`src/design/mhpq_ram.sv`:
```
// Heap storage: one write port and two registered read ports.
// Read data is registered and appears in the cycle after the address. Standalone, no imports.
`timescale 1ns / 1ps
`default_nettype none

module mhpq_ram #(
    parameter int DEPTH = 128,
    parameter int WIDTH = 32,
    parameter int AW    = 7
) (
    input  wire logic             aclk,
    input  wire logic             we,
    input  wire logic [AW-1:0]    waddr,
    input  wire logic [WIDTH-1:0] wdata,
    input  wire logic [AW-1:0]    ra_addr,
    output logic      [WIDTH-1:0] ra_data,
    input  wire logic [AW-1:0]    rb_addr,
    output logic      [WIDTH-1:0] rb_data
);

    logic [WIDTH-1:0] mem [DEPTH];

    // write port
    always_ff @(posedge aclk) begin
        if (we) begin
            mem[waddr] <= wdata;
        end
    end

    // two read ports, registered
    always_ff @(posedge aclk) begin
        ra_data <= mem[ra_addr];
        rb_data <= mem[rb_addr];
    end

endmodule

`default_nettype wire

```
`config.mk`:
```
export PLATFORM = sky130hd
export DESIGN_NAME = mhpq_ram
export DESIGN_NICKNAME = d
export VERILOG_FILES = /design/src/design/mhpq_ram.sv
export SDC_FILE = /design/constraint.sdc
export NUM_CORES = 2
export LEC_CHECK = 0
export BUFFER_PORTS_ARGS = -buffer_cell sky130_fd_sc_hd__buf_2
export CORE_ASPECT_RATIO = 1.1
export CORE_MARGIN = 1
export CORE_UTILIZATION = 45
export CTS_CLUSTER_DIAMETER = 80
export DETAILED_ROUTE_END_ITERATION = 8
export PLACE_DENSITY = 0.6
export SYNTH_ARGS = -nofsm -noshare
export SYNTH_HDL_FRONTEND = slang
export SYNTH_SLANG_ARGS = --single-unit
export TNS_END_PERCENT = 100
```
`constraint.sdc`:
```
create_clock -name aclk -period 5.5 [get_ports aclk]
set_input_delay 0.825 -clock aclk [delete_from_list [all_inputs] [get_ports aclk]]
set_output_delay 0.825 -clock aclk [all_outputs]
set_load 0.005 [all_outputs]
```
==> impl_metrics.env <==
export IMPL_holdPathStages=1
export IMPL_start_util_pct=45.2
export IMPL_fmax_mhz=295
export IMPL_drtIter0Drc=13300
export IMPL_cts_setup_buffers=0
export IMPL_overflow=0
export IMPL_rr_startpoint="mem[84][28]"
export IMPL_firstDrtPassIters=5
export IMPL_syn2layout_area_growth_pct=14.0
export IMPL_numCtsBuffers=435
export IMPL_relSlewSlack_pct=9.90
export IMPL_status="finished clean"
export IMPL_worstSetupEndpointType="flop"
export IMPL_cts_tree="built"
export IMPL_clkTransAtPathRegs_ns=0.06
export IMPL_synth_main_ff_cell="edfxtp_1"
export IMPL_yosys_warnings=0
export IMPL_dr_wl_met2_um=307000
export IMPL_vias=98000
export IMPL_synth_top_family_by_area="multiplexers"
export IMPL_ys_types=17
export IMPL_crit_arrival_ns=4.25
export IMPL_syn_nets=7756
export IMPL_async_flop_share_pct=0
export IMPL_maxCapViolCount=0
export IMPL_synth_edf_count=4096
export IMPL_die_area_sq_um=422000
export IMPL_crit_start="rb_addr[0]"
export IMPL_worstHoldPathType="primary input to flop"
export IMPL_ys_ff_latch=4160
export IMPL_peakVddDrop_uv=259
export IMPL_core_area_sq_um=418000
export IMPL_wl_met3_um=57900
export IMPL_setup_viol=0
export IMPL_antenna_found_initial=63
export IMPL_crit_path_end="rb_data[28]"
export IMPL_totalWireLength_um=610000
export IMPL_drive_gt1_share_pct=48.6
export IMPL_finalCriticalPeriod_ns=3.38
export IMPL_place_congestion=0.835
export IMPL_mostFrequentLayoutCell="edfxtp_1"
export IMPL_final_cell_mix="edfxtp_1, mux4_2, clkbuf_16, buf_4, buf_12"
export IMPL_rsz0062_at_grt="false"
export IMPL_p_leak_nw=65.4
export IMPL_antenna_left=0
export IMPL_crit_type="primary input to flop"
export IMPL_synth_xor_area_share_pct=0
export IMPL_grt_max_degree=129
export IMPL_worstSkewPairLatency_ns=1.02
export IMPL_fin_cells=14100
export IMPL_place_hpwl_um=367000
export IMPL_drv_slew=0
export IMPL_start_kind="primary input"
export IMPL_synth_simple_area_share_pct=0.369
export IMPL_worstMarginPinSlew_ns=1.35
export IMPL_placed_cells=13200
export IMPL_synth_compound_area_share_pct=0
export IMPL_synthMuxAreaShare_pct=32.5
export IMPL_power_total_w=0.0715
export IMPL_finalHoldWorstSlack_ns=0.0612
export IMPL_postCtsResizedCells=0
export IMPL_setup_tns_ns=0
export IMPL_dieWidth_um=620
export IMPL_grt_pass1_vias=101000
export IMPL_crit_required_ns=6.37
export IMPL_cts_sinks=4160
export IMPL_r2r_slack_ns=2.81
export IMPL_highest_layer="met5"
export IMPL_r2r_cells=4
export IMPL_grtUsageTotal_pct=29.1
export IMPL_htree_num_levels=5
export IMPL_cts_root_buf="clkbuf_16"
export IMPL_io_buffers=118
export IMPL_fin_area_sq_um=215000
export IMPL_hold_viol_final=0
export IMPL_nNetsFinal=8134
export IMPL_synth_fa_ha_area_share_pct=0
export IMPL_skew_ns=0.0403
export IMPL_worst_path_max_fanout=55
export IMPL_syn_area_sq_um=189000
export IMPL_ios=119
export IMPL_avgSynthCellArea_sq_um=24.5
export IMPL_power_density_nw_per_um2=332
export IMPL_vias_per_cell=6.93
export IMPL_placed_cell_area_sq_um=200000
export IMPL_hold_buffers=0
export IMPL_clk_path_buf_depth=4
export IMPL_routedWlPerCell_um=43.2
export IMPL_grt_pass1_wl_um=838000
export IMPL_die_h_um=681
export IMPL_yosysSeqAreaShare_pct=65.8
export IMPL_syn_inst=7701
export IMPL_m1WireLength_um=216000
export IMPL_drc=0
export IMPL_period_share_pct=61.5
export IMPL_r2r_end="rb_data[28]"
export IMPL_row_count=249
final cells by class:
cell class	instances	area (sq um)
Antenna cell	157	393
Clock buffer	541	11700
Clock inverter	266	2970
Fill cell	31800	203000
Multi-Input combinational cell	2922	62900
Sequential cell	4160	124000
Tap cell	5522	6910
Timing Repair Buffer	560	5980
through the flow:
step	worst slack, ns	utilization [%]
after floorplan	1.44	-
after global routing	2.08	51.5
after global placement	1.18	47.9
final	2.12	51.5
after detailed placement	1.16	47.9
after CTS	2.23	51.4
Yosys cell counts, types with 7 or more instances:
master	number	area [sq um]
buf_1	132	495
buf_2	103	515
buf_4	17	128
clkbuf_1	365	1370
dfxtp_1	64	1280
edfxtp_1	4096	123000
mux2_2	64	721
mux4_2	2688	60500
nand2_1	14	52.6
nand3_1	12	60.1
nor2_1	122	458
nor2b_1	7	43.8
nor3_1	9	45.0
worst max-delay path, cell delays in order:
cell,delay (ns)
buf_12,0.38
buf_12,0.49
mux4_2,0.59
mux4_2,0.54
mux4_2,0.73
mux2_2,0.38
registers in the layout (all words and copies together) (netlist names):
name / count
mem: 4096
ra_data: 32
rb_data: 32
metal layers:
layer	up-vias	track usage (%)
li1	36300	-
met1	55000	37.1
met2	5405	48.4
met3	1164	6.51
met4	20	12.4
met5	-	0
worst min-delay path by stage:
stage	from	to	slack, ns
2_1_floorplan	wdata[0]	mem[0][0]	0.92
3_3_place_gp	wdata[11]	mem[33][11]	1.06
3_5_place_dp	wdata[11]	mem[36][11]	1.08
4_1_cts	wdata[11]	mem[37][11]	0.004
5_1_grt	wdata[11]	mem[34][11]	0.06
6_report	wdata[11]	mem[33][11]	0.06
cell families after synthesis:
group / after synthesis
flip-flops: 4160
multiplexers: 2752
buffers and inverters: 619
AND/OR/NAND/NOR: 170
power breakdown:
part           leakage [nW]  internal, W  total, W  switching [W]
clock network          7.17       0.0179    0.0306         0.0127
registers              37.4       0.0350    0.0354       0.000351
logic                  20.9      0.00254   0.00559        0.00305
(Power assumes the default switching activity.)
